**src/rtl/avr_dec_pkg.sv**
```systemverilog
// ---------------------------------------------------------------------------
// avr_dec_pkg
// Types and class codes shared by the AVR instruction decoder.
// ---------------------------------------------------------------------------
package avr_dec_pkg;

    localparam int FIELD_ADDR_W = 22;

    typedef enum logic [6:0] {
        C_COM, C_NEG, C_SWAP, C_INC, C_ASR, C_LSR, C_ROR, C_IJMP, C_EIJMP, C_RET,
        C_ICALL, C_RETI, C_EICALL, C_CLC, C_CLZ, C_CLN, C_CLV, C_CLS, C_CLH, C_CLT,
        C_CLI, C_SEC, C_SEZ, C_SEN, C_SEV, C_SES, C_SEH, C_SET, C_SEI, C_DEC,
        C_CALL, C_JMP, C_NOP, C_MOVW, C_MULS, C_MULSU, C_FMUL, C_FMULS, C_FMULSU, C_CP,
        C_CPC, C_SBC, C_ADD, C_CPSE, C_SUB, C_ADC, C_AND, C_EOR, C_OR, C_MOV,
        C_MUL, C_OUT, C_IN, C_CBI, C_SBIC, C_SBI, C_SBIS, C_LD, C_ST, C_LDI,
        C_LDD, C_STD, C_PUSH, C_LPM, C_ELPM, C_POP, C_BLD, C_BST, C_SBRC, C_SBRS,
        C_BRCC, C_BRNE, C_BRPL, C_BRVC, C_BRGE, C_BRHC, C_BRID, C_BRCS, C_BREQ, C_BRMI,
        C_BRVS, C_BRLT, C_BRHS, C_BRIE, C_SLEEP, C_BREAK, C_WDR, C_BRTC, C_BRTS
    } cls_t;

    // pointer modes and pointer registers
    localparam logic [1:0] PM_PLAIN = 2'd0;
    localparam logic [1:0] PM_INC   = 2'd1;
    localparam logic [1:0] PM_DEC   = 2'd2;
    localparam logic [2:0] PR_NONE  = 3'd0;
    localparam logic [2:0] PR_X     = 3'd1;
    localparam logic [2:0] PR_Y     = 3'd2;
    localparam logic [2:0] PR_Z     = 3'd3;
    localparam logic [2:0] PR_W     = 3'd4;

    // target computation selects
    typedef enum logic [1:0] {
        TG_NONE, TG_ABS, TG_SKIP, TG_REL
    } tsel_t;

    typedef struct packed {
        logic [21:0] word_addr;
        logic [15:0] first_word;
        logic [15:0] second_word;
    } in_item_t;

    typedef struct packed {
        logic        valid_res;
        logic [6:0]  instr_class;
        logic [1:0]  ptr_mode;
        logic [1:0]  size_words;
        logic [4:0]  reg_first;
        logic [4:0]  reg_second;
        logic [2:0]  ptr_reg;
        logic [7:0]  immediate;
        logic [2:0]  bit_index;
        logic [21:0] target_addr;
        logic [21:0] next_addr;
    } out_item_t;

    // decoded fields before address arithmetic
    typedef struct packed {
        logic        ok;
        logic [6:0]  cls;
        logic [1:0]  mode;
        logic [1:0]  size;
        logic [4:0]  ra;
        logic [4:0]  rb;
        logic [2:0]  preg;
        logic [7:0]  imm;
        logic [2:0]  bitn;
        tsel_t       tsel;
        logic [21:0] tabs;   // absolute target, skip length or signed offset (sign extended)
    } dec_t;

    function automatic logic [1:0] word_len(input logic [15:0] w);
        if ((w & 16'hFE0C) == 16'h940C || (w & 16'hFC0F) == 16'h9000)
            return 2'd2;
        return 2'd1;
    endfunction

    function automatic dec_t decode(input logic [15:0] w, input logic [15:0] w2);
        dec_t d;
        logic [4:0] rd5;
        logic [4:0] rd4;
        logic [7:0] k8;
        logic [3:0] lo;
        logic [2:0] s;
        logic [3:0] op;
        logic [1:0] k;
        logic [1:0] sel;
        logic [11:0] off;
        logic [6:0] kb;
        rd5 = w[8:4];
        rd4 = {1'b1, w[7:4]};
        k8 = {w[11:8], w[3:0]};
        lo = w[3:0];
        s = w[6:4];
        op = w[13:10];
        k = w[5:4];
        sel = w[9:8];
        off = w[11:0];
        kb = w[9:3];
        d = '0;
        d.size = 2'd1;
        d.tsel = TG_NONE;
        d.ok = 1'b1;
        if ((w & 16'hFE00) == 16'h9400) begin
            if (lo >= 4'hC) begin
                d.cls = w[1] ? C_CALL : C_JMP;
                d.size = 2'd2;
                d.tsel = TG_ABS;
                d.tabs = {w[8:4], w[0], w2};
            end else if (lo == 4'h8 || lo == 4'h9) begin
                case (w)
                    16'h9409: d.cls = C_IJMP;
                    16'h9419: d.cls = C_EIJMP;
                    16'h9508: d.cls = C_RET;
                    16'h9509: d.cls = C_ICALL;
                    16'h9518: d.cls = C_RETI;
                    16'h9519: d.cls = C_EICALL;
                    16'h9588: d.cls = C_SLEEP;
                    16'h9598: d.cls = C_BREAK;
                    16'h95A8: d.cls = C_WDR;
                    16'h95C8: begin d.cls = C_LPM; d.preg = PR_Z; end
                    default:
                    begin
                        if ((w & 16'hFF0F) == 16'h9408) begin
                            d.cls = w[7] ? 7'(C_CLC + s) : 7'(C_SEC + s);
                            d.bitn = s;
                        end else
                            d.ok = 1'b0;
                    end
                endcase
            end else begin
                d.ra = rd5;
                case (lo)
                    4'h0: d.cls = C_COM;
                    4'h1: d.cls = C_NEG;
                    4'h2: d.cls = C_SWAP;
                    4'h3: d.cls = C_INC;
                    4'h5: d.cls = C_ASR;
                    4'h6: d.cls = C_LSR;
                    4'h7: d.cls = C_ROR;
                    4'hA: d.cls = C_DEC;
                    default: d.ok = 1'b0;
                endcase
            end
        end else if (w[15:14] == 2'b00) begin
            if (w[13:10] == 4'd0) begin
                case (sel)
                    2'd0: d.ok = (w == 16'h0000);
                    2'd1:
                    begin
                        d.cls = C_MOVW; d.ra = {w[7:4], 1'b0}; d.rb = {w[3:0], 1'b0};
                    end
                    2'd2:
                    begin
                        d.cls = C_MULS; d.ra = rd4; d.rb = {1'b1, w[3:0]};
                    end
                    default:
                    begin
                        case ({w[7], w[3]})
                            2'b00: d.cls = C_MULSU;
                            2'b01: d.cls = C_FMUL;
                            2'b10: d.cls = C_FMULS;
                            default: d.cls = C_FMULSU;
                        endcase
                        d.ra = {2'b10, w[6:4]};
                        d.rb = {2'b10, w[2:0]};
                    end
                endcase
                if (sel == 2'd0) d.cls = C_NOP;
            end else if (w[13:12] == 2'b11) begin
                d.cls = C_CP; d.ra = rd4; d.imm = k8;
            end else if (op > 4'd11) begin
                d.ok = 1'b0;
            end else begin
                case (op)
                    4'd1: d.cls = C_CPC;
                    4'd2: d.cls = C_SBC;
                    4'd3: d.cls = C_ADD;
                    4'd4: d.cls = C_CPSE;
                    4'd5: d.cls = C_CP;
                    4'd6: d.cls = C_SUB;
                    4'd7: d.cls = C_ADC;
                    4'd8: d.cls = C_AND;
                    4'd9: d.cls = C_EOR;
                    4'd10: d.cls = C_OR;
                    default: d.cls = C_MOV;
                endcase
                d.ra = rd5;
                d.rb = {w[9], w[3:0]};
            end
        end else if ((w & 16'hFC00) == 16'h9C00) begin
            d.cls = C_MUL; d.ra = rd5; d.rb = {w[9], w[3:0]};
        end else if (w[15:12] == 4'hB) begin
            d.cls = w[11] ? C_OUT : C_IN;
            d.ra = rd5;
            d.imm = {2'b00, w[10:9], w[3:0]};
        end else if ((w & 16'hFC00) == 16'h9800) begin
            case (sel)
                2'd0: d.cls = C_CBI;
                2'd1: d.cls = C_SBIC;
                2'd2: d.cls = C_SBI;
                default: d.cls = C_SBIS;
            endcase
            d.bitn = w[2:0];
            d.imm = {3'b000, w[7:3]};
            if (sel[0]) begin
                d.tsel = TG_SKIP;
                d.tabs = 22'(word_len(w2));
            end
        end else if ((w & 16'hFC0F) == 16'h9000) begin
            d.cls = w[9] ? C_ST : C_LD;
            d.ra = rd5; d.size = 2'd2;
            d.tsel = TG_ABS;
            d.tabs = {6'd0, w2};
        end else if (w[15:12] == 4'hE) begin
            d.cls = C_LDI; d.ra = rd4; d.imm = k8;
        end else if (w[15:14] == 2'b01) begin
            case (w[13:12])
                2'd0: d.cls = C_SBC;
                2'd1: d.cls = C_SUB;
                2'd2: d.cls = C_OR;
                default: d.cls = C_AND;
            endcase
            d.ra = rd4; d.imm = k8;
        end else if ((w & 16'hFE00) == 16'h9600) begin
            d.cls = w[8] ? C_SUB : C_ADD;
            d.preg = (k != 2'd0) ? {1'b0, k} : PR_W;
            d.ra = {2'b11, k, 1'b0};
            d.imm = {2'b00, w[7:6], w[3:0]};
        end else if ((w & 16'hD000) == 16'h8000) begin
            d.cls = w[9] ? C_STD : C_LDD;
            d.ra = rd5;
            d.preg = w[3] ? PR_Y : PR_Z;
            d.imm = {2'b00, w[13], w[11:10], w[2:0]};
        end else if ((w & 16'hFC00) == 16'h9000) begin
            d.ra = rd5;
            d.cls = w[9] ? C_ST : C_LD;
            case (lo)
                4'h1: begin d.preg = PR_Z; d.mode = PM_INC; end
                4'h2: begin d.preg = PR_Z; d.mode = PM_DEC; end
                4'h9: begin d.preg = PR_Y; d.mode = PM_INC; end
                4'hA: begin d.preg = PR_Y; d.mode = PM_DEC; end
                4'hC: d.preg = PR_X;
                4'hD: begin d.preg = PR_X; d.mode = PM_INC; end
                4'hE: begin d.preg = PR_X; d.mode = PM_DEC; end
                4'hF: d.cls = w[9] ? C_PUSH : C_POP;
                4'h4, 4'h5, 4'h6, 4'h7:
                begin
                    if (w[9])
                        d.ok = 1'b0;
                    d.cls = lo[1] ? C_ELPM : C_LPM;
                    d.preg = PR_Z;
                    d.mode = {1'b0, lo[0]};
                end
                default: d.ok = 1'b0;
            endcase
        end else if ((w & 16'hF808) == 16'hF800) begin
            case (w[10:9])
                2'd0: d.cls = C_BLD;
                2'd1: d.cls = C_BST;
                2'd2: d.cls = C_SBRC;
                default: d.cls = C_SBRS;
            endcase
            d.ra = rd5;
            d.bitn = w[2:0];
            if (w[10]) begin
                d.tsel = TG_SKIP;
                d.tabs = 22'(word_len(w2));
            end
        end else if (w[15:13] == 3'b110) begin
            d.cls = w[12] ? C_CALL : C_JMP;
            d.tsel = TG_REL;
            d.tabs = {{10{off[11]}}, off};
        end else if (w[15:11] == 5'b11110) begin
            d.bitn = w[2:0];
            case ({w[10], w[2:0]})
                4'b0000: d.cls = C_BRCS;
                4'b0001: d.cls = C_BREQ;
                4'b0010: d.cls = C_BRMI;
                4'b0011: d.cls = C_BRVS;
                4'b0100: d.cls = C_BRLT;
                4'b0101: d.cls = C_BRHS;
                4'b0110: d.cls = C_BRTS;
                4'b0111: d.cls = C_BRIE;
                4'b1000: d.cls = C_BRCC;
                4'b1001: d.cls = C_BRNE;
                4'b1010: d.cls = C_BRPL;
                4'b1011: d.cls = C_BRVC;
                4'b1100: d.cls = C_BRGE;
                4'b1101: d.cls = C_BRHC;
                4'b1110: d.cls = C_BRTC;
                default: d.cls = C_BRID;
            endcase
            d.tsel = TG_REL;
            d.tabs = {{15{kb[6]}}, kb};
        end else begin
            d.ok = 1'b0;
        end
        if (!d.ok) begin
            d = '0;
            d.size = 2'd1;
            d.tsel = TG_NONE;
        end
        return d;
    endfunction

endpackage

```
**src/rtl/avr_instruction_decoder.sv**
```systemverilog
// Stages: input capture, decode, address add into the output register.
// Throughput: one item per cycle while the output is not stalled; set by the three-stage decode pipeline.
// A stall at the output holds each full stage, while empty stages still fill; no item is lost or repeated.
// Reset (rst_n low, asynchronous) clears all stage valid bits; payload is not reset.
// ---------------------------------------------------------------------------
// avr_instruction_decoder
// Pipelined AVR program word decoder: class, operands, targets.
// ---------------------------------------------------------------------------
module avr_instruction_decoder
    import avr_dec_pkg::*;
#(
    parameter int ADDR_BITS = 22
)
(
    input  logic      clk,
    input  logic      rst_n,
    input  logic      in_valid,
    output logic      in_ready,
    input  in_item_t  in_data,
    output logic      out_valid,
    input  logic      out_ready,
    output out_item_t out_data
);

    localparam logic [FIELD_ADDR_W-1:0] ADDR_MASK =
        FIELD_ADDR_W'((64'd1 << ADDR_BITS) - 64'd1);

    // stage 1: captured input
    logic                    s1_vld_reg;
    in_item_t                s1_reg;
    // stage 2: decoded fields
    logic                    s2_vld_reg;
    dec_t                    s2_dec_reg;
    logic [FIELD_ADDR_W-1:0] s2_pc_reg;
    // stage 3: output
    logic                    s3_vld_reg;
    out_item_t               s3_reg;

    logic adv3, adv2, adv1;
    dec_t dec_next;
    logic [FIELD_ADDR_W-1:0] tgt_next;
    logic [FIELD_ADDR_W-1:0] nxt_next;
    out_item_t s3_next;

    assign adv3 = !s3_vld_reg || out_ready;
    assign adv2 = !s2_vld_reg || adv3;
    assign adv1 = !s1_vld_reg || adv2;
    assign in_ready = adv1;

    assign dec_next = decode(s1_reg.first_word, s1_reg.second_word);

    always_comb
    begin
        case (s2_dec_reg.tsel)
            TG_ABS:  tgt_next = s2_dec_reg.tabs;
            TG_SKIP: tgt_next = s2_pc_reg + 22'd1 + s2_dec_reg.tabs;
            TG_REL:  tgt_next = s2_pc_reg + 22'd1 + s2_dec_reg.tabs;
            default: tgt_next = '0;
        endcase
        nxt_next = s2_pc_reg + {20'd0, s2_dec_reg.size};
        s3_next.valid_res   = s2_dec_reg.ok;
        s3_next.instr_class = s2_dec_reg.cls;
        s3_next.ptr_mode    = s2_dec_reg.mode;
        s3_next.size_words  = s2_dec_reg.size;
        s3_next.reg_first   = s2_dec_reg.ra;
        s3_next.reg_second  = s2_dec_reg.rb;
        s3_next.ptr_reg     = s2_dec_reg.preg;
        s3_next.immediate   = s2_dec_reg.imm;
        s3_next.bit_index   = s2_dec_reg.bitn;
        s3_next.target_addr = tgt_next & ADDR_MASK;
        s3_next.next_addr   = nxt_next & ADDR_MASK;
    end

    always_ff @(posedge clk or negedge rst_n)
    begin
        if (!rst_n)
        begin
            s1_vld_reg <= 1'b0;
            s2_vld_reg <= 1'b0;
            s3_vld_reg <= 1'b0;
        end
        else
        begin
            if (adv1) s1_vld_reg <= in_valid;
            if (adv2) s2_vld_reg <= s1_vld_reg;
            if (adv3) s3_vld_reg <= s2_vld_reg;
        end
    end

    always_ff @(posedge clk)
    begin
        if (adv1 && in_valid)
        begin
            s1_reg <= in_data;
        end
        if (adv2 && s1_vld_reg)
        begin
            s2_dec_reg <= dec_next;
            s2_pc_reg  <= s1_reg.word_addr & ADDR_MASK;
        end
        if (adv3 && s2_vld_reg)
        begin
            s3_reg <= s3_next;
        end
    end

    assign out_valid = s3_vld_reg;
    assign out_data  = s3_reg;

endmodule

```
**config.mk**
```make
export PLATFORM = sky130hd
export DESIGN_NAME = avr_instruction_decoder
export DESIGN_NICKNAME = d
export VERILOG_FILES = /design/src/rtl/avr_dec_pkg.sv /design/src/rtl/avr_instruction_decoder.sv
export SDC_FILE = /design/constraint.sdc
export NUM_CORES = 1
export LEC_CHECK = 0
export ABC_AREA = 1
export BUFFER_PORTS_ARGS = -buffer_cell sky130_fd_sc_hd__buf_4
export CORE_MARGIN = 8
export CORE_UTILIZATION = 47
export CTS_BUF_LIST = sky130_fd_sc_hd__clkbuf_4
export CTS_CLUSTER_SIZE = 25
export DETAILED_ROUTE_END_ITERATION = 12
export MAX_ROUTING_LAYER = met4
export PLACE_DENSITY_LB_ADDON = 0.3
export RECOVER_POWER = 25
export SETUP_SLACK_MARGIN = 0.02
export SLEW_MARGIN = 20
export SYNTH_ARGS = -nofsm -noshare
export SYNTH_HDL_FRONTEND = slang
export SYNTH_SLANG_ARGS = --single-unit
```
**constraint.sdc**
```tcl
create_clock -name clk -period 5.8 [get_ports clk]
set_input_delay 0.58 -clock clk [delete_from_list [all_inputs] [get_ports clk]]
set_output_delay 0.58 -clock clk [all_outputs]
set_load 0.02 [all_outputs]
```
Word-level counts from Yosys, hierarchy flattened
Memory sizes are Yosys's and may differ from the RTL's. A register that Yosys moved wholly into a read port is not among the register bits. Index checks and enable logic that the tools add are counted.

Memories: 2. Memory bits (read-only): 160. Flip-flop bits (word level): 219. Logic and storage cells: 303. Memory bits (writable): 0. Latch bits: 0.

Memory list: (name not given) (words 16, width 5, rd ports 1, clocked after Yosys merged registers in 1, wr ports 0, line avr_dec_pkg.sv:174) `case (op)`; (name not given) (words 16, width 5, rd ports 1, clocked after Yosys merged registers in 1, wr ports 0, line avr_dec_pkg.sv:275) `case ({w[10], w[2:0]})`.

Multiplexer cells: 179. Reductions and logical operators: 32. $add $sub $neg: 5. Shifts and indexed selects: 0. Order comparisons: 2. Multipliers: 0. Equality and inequality tests: 52. Div/mod/pow operators: 0. Bitwise logic cells: 2.

Operators with widths (count): two-way mux 27 bit (16); == test 16 bit (second input constant) (10); two-way mux 7 bit (18); two-way mux 11 bit (9); two-way mux 24 bit (4); two-way mux 8 bit (12); two-way mux 5 bit (15); case mux 7 bit (10 select lines) (1); two-way mux 60 bit (1); two-way mux 3 bit (15); case mux 22 bit (2 select lines) (1); two-way mux 1 bit (43); two-way mux 38 bit (1); == test 4 bit (second input constant) (9); two-way mux 35 bit (1); case mux 5 bit (7 select lines) (1); two-way mux 2 bit (17); two-way mux 10 bit (3); case mux 10 bit (3 select lines) (1); == test 6 bit (second input constant) (4); two-way mux 23 bit (1); adder 22 x 1 -> 22 bit (second input constant) (1); adder 22 x 2 -> 22 bit (1); adder 22 bit (1); 41 further kinds (86).

Depth between registers and ports, before layout
Word-level depth: 37. Gate-level depth with buffers: 15. Gate-level depth less buffers: 14.

Worst setup path before layout
Ideal clock, no wire load.

Kind: input to register. From: input out_ready. To: register s3_reg (netlist bit out_data[0]) (enable). Slack: 784 ps. Buffers on the path: 0. Arrival time: 4471 ps. Cell stages on the path: 2. Data required time: 5255 ps. Cells stage by stage: inv_1 -> a21oi_1.

Word-level cells in the longest chain between the ends: 2.

RTL lines: start: declaration (line avr_instruction_decoder.sv:21) `input logic out_ready,`; logical OR 1 bit (line avr_instruction_decoder.sv:45) `assign adv3 = !s3_vld_reg || out_ready;`; logical AND 1 bit (line avr_instruction_decoder.sv:101) `if (adv3 && s2_vld_reg)`; end signal: assignment (line avr_instruction_decoder.sv:103) `s3_reg <= s3_next;`; end: declaration (line avr_instruction_decoder.sv:37) `out_item_t s3_reg;`.

No other way between the ends. A chain may end at the register's enable or synchronous reset.

Final worst setup path
From: register s1_reg[25] (netlist name). To: register s2_dec_reg[53] (netlist name) (data pin).

Word-level cells in the longest chain between the ends: 14.

RTL lines: start: declaration (line avr_instruction_decoder.sv:30) `in_item_t s1_reg;`; start signal: assignment (line avr_instruction_decoder.sv:94) `s1_reg <= in_data;`; == test 2 bit (tied with other cells) (line avr_dec_pkg.sv:257) `case (w[10:9])`; case mux 3 bit (3 select lines) (line avr_dec_pkg.sv:257); two-way mux 7 bit (line avr_dec_pkg.sv:256) `end else if ((w & 16'hF808) == 16'hF800) begin`; two-way mux 8 bit (line avr_dec_pkg.sv:234) `end else if ((w & 16'hFC00) == 16'h9000) begin`; two-way mux 7 bit (line avr_dec_pkg.sv:229) `end else if ((w & 16'hD000) == 16'h8000) begin`; two-way mux 7 bit (line avr_dec_pkg.sv:224) `end else if ((w & 16'hFE00) == 16'h9600) begin`; two-way mux 7 bit (line avr_dec_pkg.sv:216) `end else if (w[15:14] == 2'b01) begin`; two-way mux 7 bit (line avr_dec_pkg.sv:214) `end else if (w[15:12] == 4'hE) begin`; two-way mux 7 bit (line avr_dec_pkg.sv:209) `end else if ((w & 16'hFC0F) == 16'h9000) begin`; two-way mux 7 bit (line avr_dec_pkg.sv:196) `end else if ((w & 16'hFC00) == 16'h9800) begin`; two-way mux 7 bit (line avr_dec_pkg.sv:192) `end else if (w[15:12] == 4'hB) begin`; two-way mux 7 bit (line avr_dec_pkg.sv:190) `end else if ((w & 16'hFC00) == 16'h9C00) begin`; two-way mux 8 bit (line avr_dec_pkg.sv:144) `end else if (w[15:14] == 2'b00) begin`; two-way mux 8 bit (*) (line avr_dec_pkg.sv:103) `if ((w & 16'hFE00) == 16'h9400) begin`; end signal: assignment (line avr_instruction_decoder.sv:98) `s2_dec_reg <= dec_next;`; end: declaration (line avr_instruction_decoder.sv:33) `dec_t s2_dec_reg;`.

Every way passes the cells marked *; elsewhere a longest branch is shown, timed or not.

==> results_dict.tcl <==
set metrics [dict create \
    r2r_end "s2_dec_reg[53]" \
    synthCells 1174 \
    synth.top_cells.by_area "edfxtp_1, nand2_1, ha_1, o21ai_0, nor2_1" \
    cts_buffers 57 \
    power_density_nw_per_um2 368 \
    crit_type "reg -> reg" \
    clock_latency_ps 700 \
    holdCritPathClass "in -> reg" \
    stdcell_count 1729 \
    die-area_um2 30100 \
    synth_cell_types 53 \
    critPathMaxFanout 13 \
    critical_path_required_ps 6210 \
    rsz0062_at_grt "false" \
    setup_tns_ps 0 \
    tightest_slew_ps 1650 \
    switching_power_w 0.00171 \
    rows 57 \
    status "finished with violations" \
    synth_warnings 0 \
    leakagePower_nw 5.81 \
    postPlaceCellArea_um2 13100 \
    drcViolationCount 0 \
    wl_per_cell_um 20.4 \
    fp.dieH_um 173 \
    whs_path_depth 1 \
    core_um2 24300 \
    vias 9413 \
    hold_viol_final 0 \
    postCtsSetupRepairBufs 0 \
    die_x_um 173 \
    end_kind "flop" \
    setup_viol 0 \
    fin_nets 1465 \
    hold_buffers 6 \
    io_buffers 139 \
    grt.total_usage_pct 23.8 \
    min_from "in_data[34]" \
    dp_hpwl_um 27200 \
    synth_area_leader_cell "edfxtp_1" \
    combPwrFrac_pct 26.7 \
    io_pins 140 \
    r2r-start "s1_reg[25]" \
    internal-power_w 0.00337 \
    swShare_pct 33.7 \
    reg2reg_depth 12 \
    fin_crit_ps 3490 \
    fin_worst_skew_ps 51.0 \
    grt_pass1_vias 9589 \
    ys.flop_type "edfxtp_1" \
    synth-seq-cells 229 \
    ir_drop_v 0.000209 \
    root_buffer "clkbuf_4" \
    synth_top_area_share_pct 55.7 \
    drtIter0Drc 755 \
    rrSetupSlack_ps 2310 \
    largest_reg_flops 80 \
    cts_max_level 2 \
    hold_end "s1_reg[34]" \
    nFillCells 2173 \
    cts_tree "built" \
    area_growth_pct 18.5 \
    clkPwrFrac_pct 25.9 \
    ys_top_cells_by_count "nand2_1, edfxtp_1, nor2_1" \
    seq_area_frac_synth_pct 58.1 \
    placed_cells 1624 \
    fin_util_pct 56.7 \
    synthArstFlopShare_pct 1.31 \
    cap_violations 1 \
    grt-ovfl-total 0 \
    grt_max_degree 67 \
    grt_pass1_wl_um 54600 \
    synth_area_um2 11600 \
    cts_sinks 229 \
    drtAntennaViolNets 0 \
    synth_nets 1274 \
    drive_gt1_share_pct 19.6 \
    start_kind "flop" \
    cp.arrival_ps 3900 \
    drtPass1Iterations 5 \
    gpl.final_weighted_congestion 0.976 \
    start_util_pct 47.9 \
    vias_per_cell 5.44 \
    wl_um 35400 \
    drv_slew 16 \
    violations "max-capacitance violations, max-slew violations" \
    ctsLongestPathBuffers 3 \
    yosysMostFrequentCell "nand2_1" \
    antenna_found_initial 1 \
    relSlewSlack_pct -10.3 \
    clock.fmax_mhz 286 \
    cts.clk_slew.worst_paths_ps 70 \
    postSynthAreaPerCell_um2 9.92 \
    synth_edf_count 216 \
    p_seq_share_pct 47.3 \
    final.period_utilization_pct 60.2 \
    postLayoutCellArea_um2 13800 \
    post_cts_resized 0 \
]
-- area by class of cell --
type	instances	area, µm²	area share, %
Timing Repair Buffer	151	1130	8.19
Tap cell	324	405	2.94
Multi-Input combinational cell	802	4320	31.3
Sequential cell	229	6760	49.0
Clock inverter	18	110	0.798
Antenna cell	1	2.50	0.0181
Clock buffer	80	601	4.35
Inverter	124	468	3.39
-- critical path: stages (launching register included) --
cell and delay [ps]:
edfxtp_1 710, clkinv_1 530, ha_1 380, nand3_1 170
nor2_2 150, o211ai_1 200, nand4_1 190, nor2_2 230
nand2_1 110, nand2_2 270, inv_2 110, o21ai_0 100
nor2_1 60
-- layer usage --
layer  wire (µm)  vias up  track usage [%]
met4        1410        0             10.5
met2       17800      387             41.0
li1            -     4550                -
met5           0        -                -
met3        2380       86             4.42
met1       13700     4390             26.7
-- power groups by stage --
stage	clock (W)	combinational [W]	sequential, W
6_report	0.00132	0.00136	0.00240
3_3_place_gp	0	0.00136	0.00244
5_1_grt	0.00143	0.00149	0.00243
3_5_place_dp	0	0.00136	0.00244
4_1_cts	0.00136	0.00137	0.00241
2_1_floorplan	0	0.000677	0.00257
-- cells in the final DEF, fill, tap and decap left out, types with 7 or more instances in the layout --
cell type	instances
xnor2_1	10
inv_2	11
nand2_1	252
xor2_1	15
clkinv_1	15
nand3_1	56
buf_4	90
edfxtp_1	216
o21ai_0	95
nand4_1	16
a21oi_1	63
ha_1	40
o221ai_1	11
inv_1	107
dfxtp_1	10
o31ai_1	8
clkbuf_4	130
o211ai_1	7
nor2_2	9
nor3_1	24
nor2_1	111
nand2_2	8
o22ai_1	11
-- worst max-delay path by stage --
stage | from | end | slack [ps] | cells past startpoint
after global placement | s1_reg[25] | s2_dec_reg[53] | 2480 | 14
after floorplan | out_ready | out_data[0] | 780 | 2
after detailed placement | s1_reg[25] | s2_dec_reg[53] | 2410 | 12
after CTS | s1_reg[25] | s2_dec_reg[53] | 2340 | 12
final | s1_reg[25] | s2_dec_reg[53] | 2310 | 12
after global routing | s1_reg[25] | s2_dec_reg[53] | 2020 | 14
-- cell families after synthesis --
family          after synthesis  share of synthesized area, %
compound gates              233                          11.7
xor+xnor                     25                          1.88
fa+ha+maj                    42                          4.64
buf+inv                     143                          4.82
flops                       229                          58.1
simple gates                502                          18.9
-- metrics by stage --
step	hold WS, ps	total power, W	worst slack, ps
floorplan	284	0.00325	784
global placement	372	0.00380	2480
detailed placement	373	0.00380	2410
CTS	0.778	0.00514	2340
global route	31.3	0.00536	2020
finish	87.4	0.00508	2310
(Power assumes the default switching activity.)
